## config.mk

```make
export PLATFORM = sky130hd
export DESIGN_NAME = slot_handle_table_core
export DESIGN_NICKNAME = d
export VERILOG_FILES = /design/src/rtl/sht_pkg.sv /design/src/rtl/sht_ram.sv /design/src/rtl/sht_ctrl.sv /design/src/rtl/sht_dp.sv /design/src/rtl/slot_handle_table_core.sv
export SDC_FILE = /design/constraint.sdc
export NUM_CORES = 2
export LEC_CHECK = 0
export ABC_AREA = 1
export BUFFER_PORTS_ARGS = -buffer_cell sky130_fd_sc_hd__buf_2
export CAP_MARGIN = 15
export CELL_PAD_IN_SITES_DETAIL_PLACEMENT = 0
export CELL_PAD_IN_SITES_GLOBAL_PLACEMENT = 2
export CORE_MARGIN = 3
export CORE_UTILIZATION = 34
export DETAILED_ROUTE_END_ITERATION = 7
export PLACE_DENSITY = 0.7
export SYNTH_ARGS = -nofsm -noshare
export SYNTH_HDL_FRONTEND = slang
export SYNTH_HIERARCHICAL = 1
export SYNTH_SLANG_ARGS = --single-unit
export TNS_END_PERCENT = 5
```

## constraint.sdc

```tcl
create_clock -name i_clk -period 11.65 [get_ports i_clk]
set_input_delay 2.33 -clock i_clk [delete_from_list [all_inputs] [get_ports i_clk]]
set_output_delay 2.33 -clock i_clk [all_outputs]
set_load 0.02 [all_outputs]
```

## src/rtl/sht_pkg.sv

```systemverilog
// Shared types and codes for the slot handle table.
// Holds field widths, action and status codes, controller states and the
// command/status structs between controller and datapath. No dependencies.
package sht_pkg;

    localparam int ACT_W = 3;
    localparam int IDX_W = 8;
    localparam int VAL_W = 64;
    localparam int STS_W = 2;
    localparam int CNT_W = 9;

    // Request actions; codes 6 and 7 carry no meaning.
    localparam logic [ACT_W-1:0] ACT_INS_FREE = 3'd0;
    localparam logic [ACT_W-1:0] ACT_INS_AT   = 3'd1;
    localparam logic [ACT_W-1:0] ACT_REM_AT   = 3'd2;
    localparam logic [ACT_W-1:0] ACT_REM_VAL  = 3'd3;
    localparam logic [ACT_W-1:0] ACT_READ     = 3'd4;
    localparam logic [ACT_W-1:0] ACT_FIND     = 3'd5;

    // Result status codes.
    localparam logic [STS_W-1:0] STS_OK    = 2'd0;
    localparam logic [STS_W-1:0] STS_FULL  = 2'd1;
    localparam logic [STS_W-1:0] STS_RANGE = 2'd2;
    localparam logic [STS_W-1:0] STS_MISS  = 2'd3;

    typedef enum logic [2:0] {
        ST_IDLE,
        ST_DISPATCH,
        ST_READ,
        ST_FREE_SCAN,
        ST_VAL_SCAN,
        ST_FINISH
    } t_state;

    typedef struct packed {
        logic load;       // capture the request
        logic dispatch;   // decide direct actions, start scans
        logic read_done;  // take slot data from memory
        logic free_step;  // test one occupancy flag
        logic val_step;   // issue one address, compare one entry
        logic commit;     // apply update and load the result register
    } t_cmd;

    typedef struct packed {
        logic [ACT_W-1:0] action;
        logic             in_range;
        logic             occ_idx;
        logic             free_found;
        logic             scan_last;
        logic             val_hit;
        logic             val_last;
        logic             out_free;
    } t_sts;

endpackage

```

## src/rtl/sht_ram.sv

```systemverilog
// Generic single-write, single-read RAM with registered read data.
// No dependencies.
module sht_ram #(
    parameter int WIDTH = 64,
    parameter int DEPTH = 32
) (
    input  logic                     i_clk,
    input  logic                     i_wr_en,
    input  logic [$clog2(DEPTH)-1:0] i_wr_addr,
    input  logic [WIDTH-1:0]         i_wr_data,
    input  logic                     i_rd_en,
    input  logic [$clog2(DEPTH)-1:0] i_rd_addr,
    output logic [WIDTH-1:0]         o_rd_data
);

    logic [WIDTH-1:0] r_mem [DEPTH];
    logic [WIDTH-1:0] r_rd_data;

    always_ff @(posedge i_clk) begin
        if (i_wr_en) begin
            r_mem[i_wr_addr] <= i_wr_data;
        end
        if (i_rd_en) begin
            r_rd_data <= r_mem[i_rd_addr];
        end
    end

    assign o_rd_data = r_rd_data;

endmodule

```

## src/rtl/sht_ctrl.sv

```systemverilog
// Controller state machine of the slot handle table.
// Depends on sht_pkg for states and the command/status structs.
module sht_ctrl
    import sht_pkg::*;
(
    input  logic i_clk,
    input  logic i_rst_n,
    input  logic i_in_valid,
    output logic o_in_ready,
    input  t_sts i_sts,
    output t_cmd o_cmd
);

    t_state r_state;
    t_state n_state;

    always_ff @(posedge i_clk) begin
        if (!i_rst_n) begin
            r_state <= ST_IDLE;
        end else begin
            r_state <= n_state;
        end
    end

    always_comb begin
        n_state = r_state;
        unique case (r_state)
            ST_IDLE: begin
                if (i_in_valid) begin
                    n_state = ST_DISPATCH;
                end
            end
            ST_DISPATCH: begin
                unique case (i_sts.action)
                    ACT_INS_FREE: n_state = ST_FREE_SCAN;
                    ACT_REM_VAL,
                    ACT_FIND:     n_state = ST_VAL_SCAN;
                    ACT_READ: begin
                        n_state = (i_sts.in_range && i_sts.occ_idx) ? ST_READ : ST_FINISH;
                    end
                    default:      n_state = ST_FINISH;
                endcase
            end
            ST_READ: n_state = ST_FINISH;
            ST_FREE_SCAN: begin
                if (i_sts.free_found || i_sts.scan_last) begin
                    n_state = ST_FINISH;
                end
            end
            ST_VAL_SCAN: begin
                if (i_sts.val_hit || i_sts.val_last) begin
                    n_state = ST_FINISH;
                end
            end
            ST_FINISH: begin
                if (i_sts.out_free) begin
                    n_state = ST_IDLE;
                end
            end
            default: n_state = ST_IDLE;
        endcase
    end

    always_comb begin
        o_in_ready      = (r_state == ST_IDLE);
        o_cmd           = '0;
        o_cmd.load      = (r_state == ST_IDLE) && i_in_valid;
        o_cmd.dispatch  = (r_state == ST_DISPATCH);
        o_cmd.read_done = (r_state == ST_READ);
        o_cmd.free_step = (r_state == ST_FREE_SCAN);
        o_cmd.val_step  = (r_state == ST_VAL_SCAN);
        o_cmd.commit    = (r_state == ST_FINISH) && i_sts.out_free;
    end

endmodule

```

## src/rtl/sht_dp.sv

```systemverilog
// Datapath of the slot handle table: request registers, occupancy flags,
// live count, scan counter, handle memory and result register.
// Depends on sht_pkg and sht_ram.
module sht_dp
    import sht_pkg::*;
#(
    parameter int SLOTS = 32
) (
    input  logic             i_clk,
    input  logic             i_rst_n,
    input  t_cmd             i_cmd,
    output t_sts             o_sts,
    input  logic [ACT_W-1:0] i_action,
    input  logic [IDX_W-1:0] i_slot_index,
    input  logic [VAL_W-1:0] i_item_value,
    input  logic             i_out_ready,
    output logic             o_out_valid,
    output logic [STS_W-1:0] o_status,
    output logic [IDX_W-1:0] o_result_slot,
    output logic [VAL_W-1:0] o_result_value,
    output logic [CNT_W-1:0] o_live_count
);

    localparam int IW = $clog2(SLOTS);
    localparam int CW = $clog2(SLOTS + 1);
    localparam logic [IW-1:0]  LAST_SLOT = IW'(SLOTS - 1);
    localparam logic [IDX_W:0] SLOTS_X   = (IDX_W + 1)'(SLOTS);

    // Request
    logic [ACT_W-1:0] r_action;
    logic [IDX_W-1:0] r_idx;
    logic [VAL_W-1:0] r_val;

    // Table state
    logic [SLOTS-1:0] r_occ;
    logic [CW-1:0]    r_live;
    logic [CW-1:0]    n_live;

    // Scan
    logic [IW-1:0] r_scan;
    logic          r_issue_done;
    logic          r_chk_vld;
    logic [IW-1:0] r_chk_idx;

    // Pending result and update
    logic [STS_W-1:0] r_res_status;
    logic [IDX_W-1:0] r_res_slot;
    logic [VAL_W-1:0] r_res_value;
    logic             r_upd_set;
    logic             r_upd_clr;
    logic             r_upd_wr;
    logic [IW-1:0]    r_upd_slot;

    // Output register
    logic             r_out_valid;
    logic [STS_W-1:0] r_out_status;
    logic [IDX_W-1:0] r_out_slot;
    logic [VAL_W-1:0] r_out_value;
    logic [CW-1:0]    r_out_live;

    logic [IW-1:0]    idx_lo;
    logic             in_range;
    logic             occ_idx;
    logic [STS_W-1:0] idx_status;
    logic             val_hit;
    logic             val_last;
    logic             rd_en;
    logic [IW-1:0]    rd_addr;
    logic [VAL_W-1:0] rd_data;

    assign idx_lo     = r_idx[IW-1:0];
    assign in_range   = ({1'b0, r_idx} < SLOTS_X);
    assign occ_idx    = in_range && r_occ[idx_lo];
    assign idx_status = !in_range ? STS_RANGE : (!occ_idx ? STS_MISS : STS_OK);
    assign val_hit    = r_chk_vld && r_occ[r_chk_idx] && (rd_data == r_val);
    assign val_last   = r_chk_vld && (r_chk_idx == LAST_SLOT);
    assign rd_en      = i_cmd.dispatch || i_cmd.val_step;
    assign rd_addr    = i_cmd.val_step ? r_scan : idx_lo;

    always_comb begin
        o_sts            = '0;
        o_sts.action     = r_action;
        o_sts.in_range   = in_range;
        o_sts.occ_idx    = occ_idx;
        o_sts.free_found = !r_occ[r_scan];
        o_sts.scan_last  = (r_scan == LAST_SLOT);
        o_sts.val_hit    = val_hit;
        o_sts.val_last   = val_last;
        o_sts.out_free   = !r_out_valid || i_out_ready;
    end

    always_comb begin
        n_live = r_live;
        if (r_upd_set) begin
            n_live = r_live + 1'b1;
        end else if (r_upd_clr) begin
            n_live = r_live - 1'b1;
        end
    end

    sht_ram #(
        .WIDTH (VAL_W),
        .DEPTH (SLOTS)
    ) u_ram (
        .i_clk     (i_clk),
        .i_wr_en   (i_cmd.commit && r_upd_wr),
        .i_wr_addr (r_upd_slot),
        .i_wr_data (r_val),
        .i_rd_en   (rd_en),
        .i_rd_addr (rd_addr),
        .o_rd_data (rd_data)
    );

    // Request capture, decisions and scans
    always_ff @(posedge i_clk) begin
        if (i_cmd.load) begin
            r_action <= i_action;
            r_idx    <= i_slot_index;
            r_val    <= i_item_value;
        end

        if (i_cmd.dispatch) begin
            r_res_value  <= '0;
            r_upd_slot   <= idx_lo;
            r_scan       <= '0;
            r_issue_done <= 1'b0;
            r_chk_vld    <= 1'b0;
            unique case (r_action)
                ACT_INS_AT: begin
                    r_res_slot   <= r_idx;
                    r_res_status <= in_range ? STS_OK : STS_RANGE;
                    r_upd_wr     <= in_range;
                    r_upd_set    <= in_range && !occ_idx;
                    r_upd_clr    <= 1'b0;
                end
                ACT_REM_AT: begin
                    r_res_slot   <= r_idx;
                    r_res_status <= idx_status;
                    r_upd_wr     <= 1'b0;
                    r_upd_set    <= 1'b0;
                    r_upd_clr    <= occ_idx;
                end
                ACT_READ: begin
                    r_res_slot   <= r_idx;
                    r_res_status <= idx_status;
                    r_upd_wr     <= 1'b0;
                    r_upd_set    <= 1'b0;
                    r_upd_clr    <= 1'b0;
                end
                default: begin
                    // scans start here; meaningless actions answer ok
                    r_res_slot   <= '0;
                    r_res_status <= STS_OK;
                    r_upd_wr     <= 1'b0;
                    r_upd_set    <= 1'b0;
                    r_upd_clr    <= 1'b0;
                end
            endcase
        end

        if (i_cmd.read_done) begin
            r_res_value <= rd_data;
        end

        if (i_cmd.free_step) begin
            if (!r_occ[r_scan]) begin
                r_res_slot <= IDX_W'(r_scan);
                r_upd_slot <= r_scan;
                r_upd_set  <= 1'b1;
                r_upd_wr   <= 1'b1;
            end else if (r_scan == LAST_SLOT) begin
                r_res_status <= STS_FULL;
            end else begin
                r_scan <= r_scan + 1'b1;
            end
        end

        if (i_cmd.val_step) begin
            // issue side: one address a cycle up to the last slot
            if (!r_issue_done) begin
                r_chk_vld <= 1'b1;
                r_chk_idx <= r_scan;
                if (r_scan == LAST_SLOT) begin
                    r_issue_done <= 1'b1;
                end else begin
                    r_scan <= r_scan + 1'b1;
                end
            end else begin
                r_chk_vld <= 1'b0;
            end
            // compare side: data of the previous address
            if (val_hit) begin
                r_res_slot <= IDX_W'(r_chk_idx);
                r_upd_slot <= r_chk_idx;
                r_upd_clr  <= (r_action == ACT_REM_VAL);
            end else if (val_last) begin
                r_res_status <= STS_MISS;
            end
        end

        if (i_cmd.commit) begin
            r_out_status <= r_res_status;
            r_out_slot   <= r_res_slot;
            r_out_value  <= r_res_value;
            r_out_live   <= n_live;
        end
    end

    // Control state
    always_ff @(posedge i_clk) begin
        if (!i_rst_n) begin
            r_occ       <= '0;
            r_live      <= '0;
            r_out_valid <= 1'b0;
        end else begin
            if (i_cmd.commit) begin
                r_live <= n_live;
                if (r_upd_set) begin
                    r_occ[r_upd_slot] <= 1'b1;
                end else if (r_upd_clr) begin
                    r_occ[r_upd_slot] <= 1'b0;
                end
                r_out_valid <= 1'b1;
            end else if (i_out_ready) begin
                r_out_valid <= 1'b0;
            end
        end
    end

    assign o_out_valid    = r_out_valid;
    assign o_status       = r_out_status;
    assign o_result_slot  = r_out_slot;
    assign o_result_value = r_out_value;
    assign o_live_count   = CNT_W'(r_out_live);

endmodule

```

## src/rtl/slot_handle_table_core.sv

```systemverilog
// Slot handle table: fixed table of SLOTS 64-bit handles with occupancy flags.
// Usage:
//   Input channel  i_in_valid / o_in_ready carries one request item: action,
//   slot index and handle value. Output channel o_out_valid / i_out_ready
//   carries one result item per request: status, slot, value, live count.
//   Path from acceptance to result valid:
//     insert at / remove at / unused actions : dispatch, finish
//     read : dispatch, memory read if in range and occupied, finish
//     insert first free : dispatch, flag tests up to a free or the last slot
//     remove by value / find : dispatch, then a memory walk that reads
//       one stored handle per cycle and compares it in the next cycle;
//       it stops early on the first match.
//   One request is in flight at a time; o_in_ready rises in the cycle after
//   the result is loaded.
//   Reset clears all occupancy flags, the live count and the output valid.
//   The handle memory is not cleared; slot data is only used when occupied.
//   A stalled receiver holds the result in the output register; a finished
//   request waits in the finish state until the register frees, and the
//   next request may be accepted while the previous result still waits.
// Depends on sht_pkg, sht_ctrl, sht_dp and sht_ram.
module slot_handle_table_core
    import sht_pkg::*;
#(
    parameter int SLOTS = 32
) (
    input  logic             i_clk,
    input  logic             i_rst_n,
    input  logic             i_in_valid,
    output logic             o_in_ready,
    input  logic [ACT_W-1:0] i_action,
    input  logic [IDX_W-1:0] i_slot_index,
    input  logic [VAL_W-1:0] i_item_value,
    output logic             o_out_valid,
    input  logic             i_out_ready,
    output logic [STS_W-1:0] o_status,
    output logic [IDX_W-1:0] o_result_slot,
    output logic [VAL_W-1:0] o_result_value,
    output logic [CNT_W-1:0] o_live_count
);

    t_cmd cmd;
    t_sts sts;

    // Sequence each request through dispatch, scan or read, and commit.
    sht_ctrl u_ctrl (
        .i_clk      (i_clk),
        .i_rst_n    (i_rst_n),
        .i_in_valid (i_in_valid),
        .o_in_ready (o_in_ready),
        .i_sts      (sts),
        .o_cmd      (cmd)
    );

    // Hold the table, walk it and drive the result register.
    sht_dp #(
        .SLOTS (SLOTS)
    ) u_dp (
        .i_clk          (i_clk),
        .i_rst_n        (i_rst_n),
        .i_cmd          (cmd),
        .o_sts          (sts),
        .i_action       (i_action),
        .i_slot_index   (i_slot_index),
        .i_item_value   (i_item_value),
        .i_out_ready    (i_out_ready),
        .o_out_valid    (o_out_valid),
        .o_status       (o_status),
        .o_result_slot  (o_result_slot),
        .o_result_value (o_result_value),
        .o_live_count   (o_live_count)
    );

endmodule

```

Word level (Yosys, flattened, before mapping)
Memories as Yosys holds them, arrays and structs flattened. A register that Yosys moved wholly into a read port is not among the register bits.
Index checks and enable logic that the tools add are counted.
{"block": "totals", "reg_bits": 291, "mem_bits_rw": 2048, "n_memories": 1}
{"block": "classes", "addsub": 3, "n_lt_le_gt_ge": 6, "n_eq_ne": 17, "mux": 74, "bitwise_logic": 4, "reduce_logical": 29}
{"memory": "u_dp.u_ram.r_mem", "depth": 32, "word_bits": 64, "read_ports": 1, "rd_clocked_by_memory_dff": 1, "write_ports": 1, "line_no": "sht_ram.sv:16", "text": "logic [WIDTH-1:0] r_mem [DEPTH];"}
{"op": "$mux W64", "n": 2}
{"op": "$mux W5", "n": 13}
{"op": "$eq A64 B64 Y1", "n": 1}
{"op": "$mux W32", "n": 2}
{"op": "$mux W8", "n": 6}
{"op": "$and A32 B32 Y32", "n": 1}
{"op": "$not A32 Y32", "n": 1}
{"op": "$or A32 B32 Y32", "n": 1}
{"op": "$mux W1", "n": 27}
{"op": "$lt A5 B6 Y1 const B", "n": 4}
{"op": "$mux W2", "n": 10}
{"op": "$pmux W3 S6", "n": 1}
{"op": "$bmux W1 S5", "n": 3}
{"op": "$mux W3", "n": 5}
{"op": "$eq A3 B2 Y1 const B", "n": 4}
{"op": "$eq A3 B3 Y1 const B", "n": 4}
{"op": "$mux W6", "n": 2}
{"op": "$eq A5 B5 Y1 const B", "n": 2}
{"op": "$logic_and A1 B1 Y1", "n": 10}
{"op": "$pmux W3 S3", "n": 1}
{"op": "$lt A8 B6 Y1 const B", "n": 1}
{"op": "$reduce_bool A2 Y1", "n": 4}
{"op": "$add A6 B1 Y6 const B", "n": 1}
{"op": "$eq A3 B1 Y1 const B", "n": 2}
{"op": "15 further kinds", "n": 25}

Depth between registers and ports, before layout
{"block": "logic_depth", "depth_word": 13, "depth_mapped": 19}

Modules after synthesis
Netlist, hierarchy kept.
{"mod": "sht_ram", "instances": 1, "cells_each": 6768, "area_each_um2": 83631.5}
{"mod": "sht_dp", "instances": 1, "cells_each": 1313, "area_each_um2": 12802.3}
{"mod": "sht_ctrl", "instances": 1, "cells_each": 55, "area_each_um2": 305.3}

Worst setup path before layout
No wires, ideal clock.
{"block": "synth_timing", "path_type": "input -> register", "startpoint": "input i_out_ready", "endpoint": "memory u_dp.u_ram.r_mem[31][0] (enable)", "setup_time_ns": 0.487, "arrival_time_ns": 11.865, "t_required_ns": 11.163, "setup_slack_ns": -0.701, "stages": 9, "path_buffers": 1, "path_cell_list": "inv_1 > nand2_1 > inv_1 > nor3_1 > buf_2 > nand2_1 > inv_1 > nand3_1 > nor2_1"}
{"element": "start, declared", "line_no": "slot_handle_table_core.sv:34", "text": "input logic i_out_ready,"}
{"element": "end, declared", "line_no": "sht_ram.sv:16"}

==> impl_metrics.csv <==
group,metric,value,unit
yosys,synth_xor_area_frac,0.00199,
sta,layout_worst_path_cycle_share,0.469,
yosys,total_of_warnings_raised_by_yosys,6,
detailed_routing,drcViolationCount,0,
pwr,pwr-share-seq,0.406,
floorplanning,core_area,0.283,mm^2
detailed_routing,wire_per_inst,25.4,um
yosys,synth_top_area_share,0.725,
global_routing,first_global_vias,59800,
pwr,internal_power,16.9,mW
finish,fill_cells,27000,
floorplanning,start_util,0.342,
pwr,power_switching,9.84,mW
yosys,ys_dominant_reg_cell,"sky130_fd_sc_hd__edfxtp_1",
worst_hold_path,worstHoldPathCells,0,
yosys,synth.yosys.seq_area_share,0.739,
floorplanning,die_height,539,um
cts,tritoncts_clock_tree,"built",
worst_hold_path,hold_path_sink,"u_dp/o_result_value[58]",
placement,place_inst,11700,
sta,final_max_slew_viol_count,0,
cts,insertion_delay,0.88,ns
cts,clock_tree.buffer_depth,4,
worst_setup_path,critPathMaxFanout,38,
global_routing,overflow,0,
worst_setup_path,worst-r2r-setup-slack,6.44,ns
detailed_routing,detailedRoute.firstIterationViolations,6065,
sta,final.setup_skew,0.0506,ns
sta,grt_setup_unrepaired,"no",
floorplanning,placement_rows,195,
cts,cts_root_buffer,"sky130_fd_sc_hd__clkbuf_16",
detailed_routing,route.final.wire_length,310000,um
worst_hold_path,holdCritPathClass,"flop to flop",
worst_setup_path,criticalPathCategory,"primary input to flop",
yosys,yosys-top-cells-area,"sky130_fd_sc_hd__edfxtp_1 73%, sky130_fd_sc_hd__nand2_1 11%, sky130_fd_sc_hd__nand3_1 9.8%, sky130_fd_sc_hd__buf_2 1.5%, sky130_fd_sc_hd__dfxtp_1 1.4%",
pwr,clock_network_power_share,0.307,
worst_setup_path,worstRegToRegCells,15,
sta,worst_slew_pin_slew,1.27,ns
yosys,synthMuxAreaShare,0,
global_routing,grt_pass1_wl,443000,um
yosys,yosys.area_share.adder,0.000517,
sta,setup_viol_count_final,0,
yosys,yosys_register_bits,2403,
floorplanning,fp.dieW,539,um
finish,layout.cells.most_common,"sky130_fd_sc_hd__nand2_1",
finish,leading_cell_types_in_the_layout_fill_and_taps_excluded,"2,753 x sky130_fd_sc_hd__nand2_1, 2,337 x sky130_fd_sc_hd__edfxtp_1, 1,889 x sky130_fd_sc_hd__nand3_1",
floorplanning,die_area,0.291,mm^2
cts,cts_htree_levels,5,
placement,portBuffers,160,
finish,finalCoreUtilization,0.389,
global_routing,number_of_antenna_violations_at_the_first_check_in_global_routing,13,
detailed_routing,drtPass1Iterations,6,
placement,detailedPlace.worstSlack,5.32,ns
finish,share_of_final_layout_standard_cells_stronger_than_drive_strength_1,0.0940,
detailed_routing,avgViaCountPerCell,5.17,
cts,clkSinkCount,2403,
worst_setup_path,worstReg2RegStart,"u_ctrl/r_state[2]",
placement,dp_hpwl,170000,um
yosys,asyncSetResetFlopFracSynth,0,
worst_setup_path,cp_data_arrival_time,5.94,ns
run_status,status,"completed",
yosys,yosysTopAreaCell,"sky130_fd_sc_hd__edfxtp_1",
pwr,switching_share,0.368,
sta,period_needed,5.46,ns
finish,layoutNonFillerInstCount,12200,
sta,final-hold-violation-count,0,
global_routing,global_route.usage.total,0.207,
pwr,comb_power_share,0.287,
pwr,design_power_total,26.7,mW
pwr,power_density,243,mW/mm^2
yosys,synthesis.area,0.0967,mm^2
worst_setup_path,startpoint_kind_of_the_worst_setup_timing_path,"primary input",
cts,cts_made_buffers,273,
pwr,power.ir.vdd_worst,0.000236,V
detailed_routing,drt.antenna.violating_nets,0,
worst_hold_path,hp-start,"u_dp/r_res_value[58]",
worst_setup_path,worstReg2RegEnd,"u_dp/u_ram/o_rd_data[33]",
worst_setup_path,required,12.13,ns
job,max_cap_violations,0,
yosys,synth_cells,8136,
placement,finalWeightedCongestion,0.794,
finish,area_delta_synth_final,13.8,%
floorplanning,io-pin-count,164,
yosys,synth_top_family_by_area,"simple AND/OR/NAND/NOR gates",
sta,tns,0,ns
pwr,leakage,39.7,nW
cts,cts_hold_repair.buffers,0,
yosys,synth_edf_count,2337,
yosys,number_of_distinct_library_cell_variants_in_the_gate_level_netlist_after_synthesis,49,
yosys,synth_compound_gate_area_share,0.00995,
global_routing,grt_start_max_net_pins,175,
yosys,synth_simple_gate_area_share,0.213,
sta,postLayoutSetupSlackWorst,6.19,ns
detailed_routing,via_count,63300,
sta,maxClockFrequency,0.183,GHz
yosys,synthesis.area_per_instance,11.9,um^2
cts,ctsResizeCount,0,
cts,cts.repair_timing.setup_buffer_count,0,
sta,max-slew-margin-rel,0.155,
worst_setup_path,endpoint_kind,"flop",
cts,cts.reportedPaths.clkPinSlew,0.05,ns
finish,final_nets,8350,
==> metrics by stage <==
| stage | hold slack, ns | cell area [um^2] |
|---|---|---|
| after floorplan | 0.400 | 96800 |
| after global placement | 0.401 | 102000 |
| after detailed placement | 0.405 | 102000 |
| after CTS | 0.411 | 110000 |
| after global routing | 0.421 | 110000 |
| final | 0.417 | 110000 |
==> flip-flops by register name (all words and copies together), names as in the netlist, 5 cells and up, named ones only <==
| name | count |
|---|---|
| u_dp/r_out_live | 6 |
| u_dp/r_idx | 8 |
| u_dp/r_val | 64 |
| u_dp/u_ram/r_mem | 2048 |
| u_dp/r_res_value | 64 |
| u_dp/r_scan | 5 |
| u_dp/o_result_value | 64 |
| u_dp/r_live | 6 |
| u_dp/r_upd_slot | 5 |
| u_dp/u_ram/o_rd_data | 64 |
| u_dp/r_res_slot | 8 |
| u_dp/r_chk_idx | 5 |
| u_dp/o_result_slot | 8 |
==> cells in the mapped netlist (2+ instances only) <==
library cell               instances
sky130_fd_sc_hd__nand2_1        2754
sky130_fd_sc_hd__edfxtp_1       2337
sky130_fd_sc_hd__nand3_1        1889
sky130_fd_sc_hd__buf_2           287
sky130_fd_sc_hd__inv_1           233
sky130_fd_sc_hd__nor2_1          104
sky130_fd_sc_hd__clkbuf_1         99
sky130_fd_sc_hd__dfxtp_1          66
sky130_fd_sc_hd__a21oi_1          59
sky130_fd_sc_hd__buf_1            50
sky130_fd_sc_hd__buf_4            40
sky130_fd_sc_hd__o21ai_0          27
sky130_fd_sc_hd__a311oi_1         25
sky130_fd_sc_hd__inv_2            22
sky130_fd_sc_hd__nand4_1          15
sky130_fd_sc_hd__o21ai_1          14
sky130_fd_sc_hd__buf_6            12
sky130_fd_sc_hd__nor3_1           12
sky130_fd_sc_hd__xnor2_1          12
sky130_fd_sc_hd__xor2_1           10
sky130_fd_sc_hd__a22oi_1           8
sky130_fd_sc_hd__nand3_2           8
sky130_fd_sc_hd__o211ai_1          7
sky130_fd_sc_hd__o22ai_1           6
sky130_fd_sc_hd__ha_1              4
sky130_fd_sc_hd__nor2_4            3
sky130_fd_sc_hd__nor3_2            3
sky130_fd_sc_hd__a21oi_2           2
sky130_fd_sc_hd__inv_4             2
sky130_fd_sc_hd__nand2_2           2
sky130_fd_sc_hd__nand2_4           2
sky130_fd_sc_hd__nand3_4           2
sky130_fd_sc_hd__nor2_2            2
sky130_fd_sc_hd__nor3_4            2
sky130_fd_sc_hd__or2_1             2
==> critical path, cell delays in order <==
cell and delay [ns]:
sky130_fd_sc_hd__buf_2 0.08, sky130_fd_sc_hd__inv_1 0.04, sky130_fd_sc_hd__nand2_1 0.08, sky130_fd_sc_hd__inv_1 0.08
sky130_fd_sc_hd__nor3_4 0.19, sky130_fd_sc_hd__nand2_1 0.27, sky130_fd_sc_hd__inv_1 0.21, sky130_fd_sc_hd__nand3_1 0.65
sky130_fd_sc_hd__nor2_4 1.15, sky130_fd_sc_hd__buf_4 0.76
==> power groups by stage <==
stage / combinational [mW] / clock [mW] / sequential (mW)
floorplan: 4.53 / 0 / 11.0
global placement: 7.71 / 0 / 11.0
detailed placement: 7.74 / 0 / 11.0
CTS: 7.76 / 8.41 / 10.9
global route: 8.43 / 8.74 / 10.9
finish: 7.68 / 8.21 / 10.8
==> layer usage <==
metal  track usage  up-vias  share of wire
li1              -    28900              -
met1         0.294    32000           0.44
met2         0.334     2022           0.47
met3        0.0278      391          0.060
met4        0.0561        0          0.026
met5             0        -              0
==> layout make-up <==
cell class | count | area, um^2 | area share
Tap cell | 3743 | 4680 | 0.0425
Timing Repair Buffer | 342 | 2300 | 0.0209
Sequential cell | 2403 | 71500 | 0.649
Inverter | 258 | 1020 | 0.00926
Antenna cell | 10 | 25.0 | 0.000227
Multi-Input combinational cell | 4989 | 22200 | 0.201
Clock buffer | 347 | 7250 | 0.0658
Clock inverter | 133 | 1170 | 0.0106
==> how the worst max path moves through the flow <==
| stage | from | end | slack, ns | depth (start not counted) |
|---|---|---|---|---|
| final | i_out_ready | u_dp/u_ram/r_mem[19][37] | 6.19 | 10 |
| after global placement | i_out_ready | u_dp/u_ram/r_mem[19][35] | 5.35 | 10 |
| after detailed placement | i_out_ready | u_dp/u_ram/r_mem[19][25] | 5.32 | 10 |
| after floorplan | i_out_ready | u_dp/u_ram/r_mem[31][0] | 1.87 | 9 |
| after CTS | i_out_ready | u_dp/u_ram/r_mem[19][33] | 6.25 | 10 |
| after global routing | u_ctrl/r_state[2] | u_dp/u_ram/o_rd_data[33] | 6.06 | 15 |
==> cells by family (layout without fill, tap and decap cells) <==
logic type                 after synthesis  count (layout)
AOI/OAI and AO/OA                      157             157
xor gates and xnor gates                22              22
adders and majority gates                4               4
buffers and inverters                  746            1080
DFF                                   2403            2403
other                                    1              13
and+or+nand+nor                       4803            4803
(Power assumes the default switching activity.)
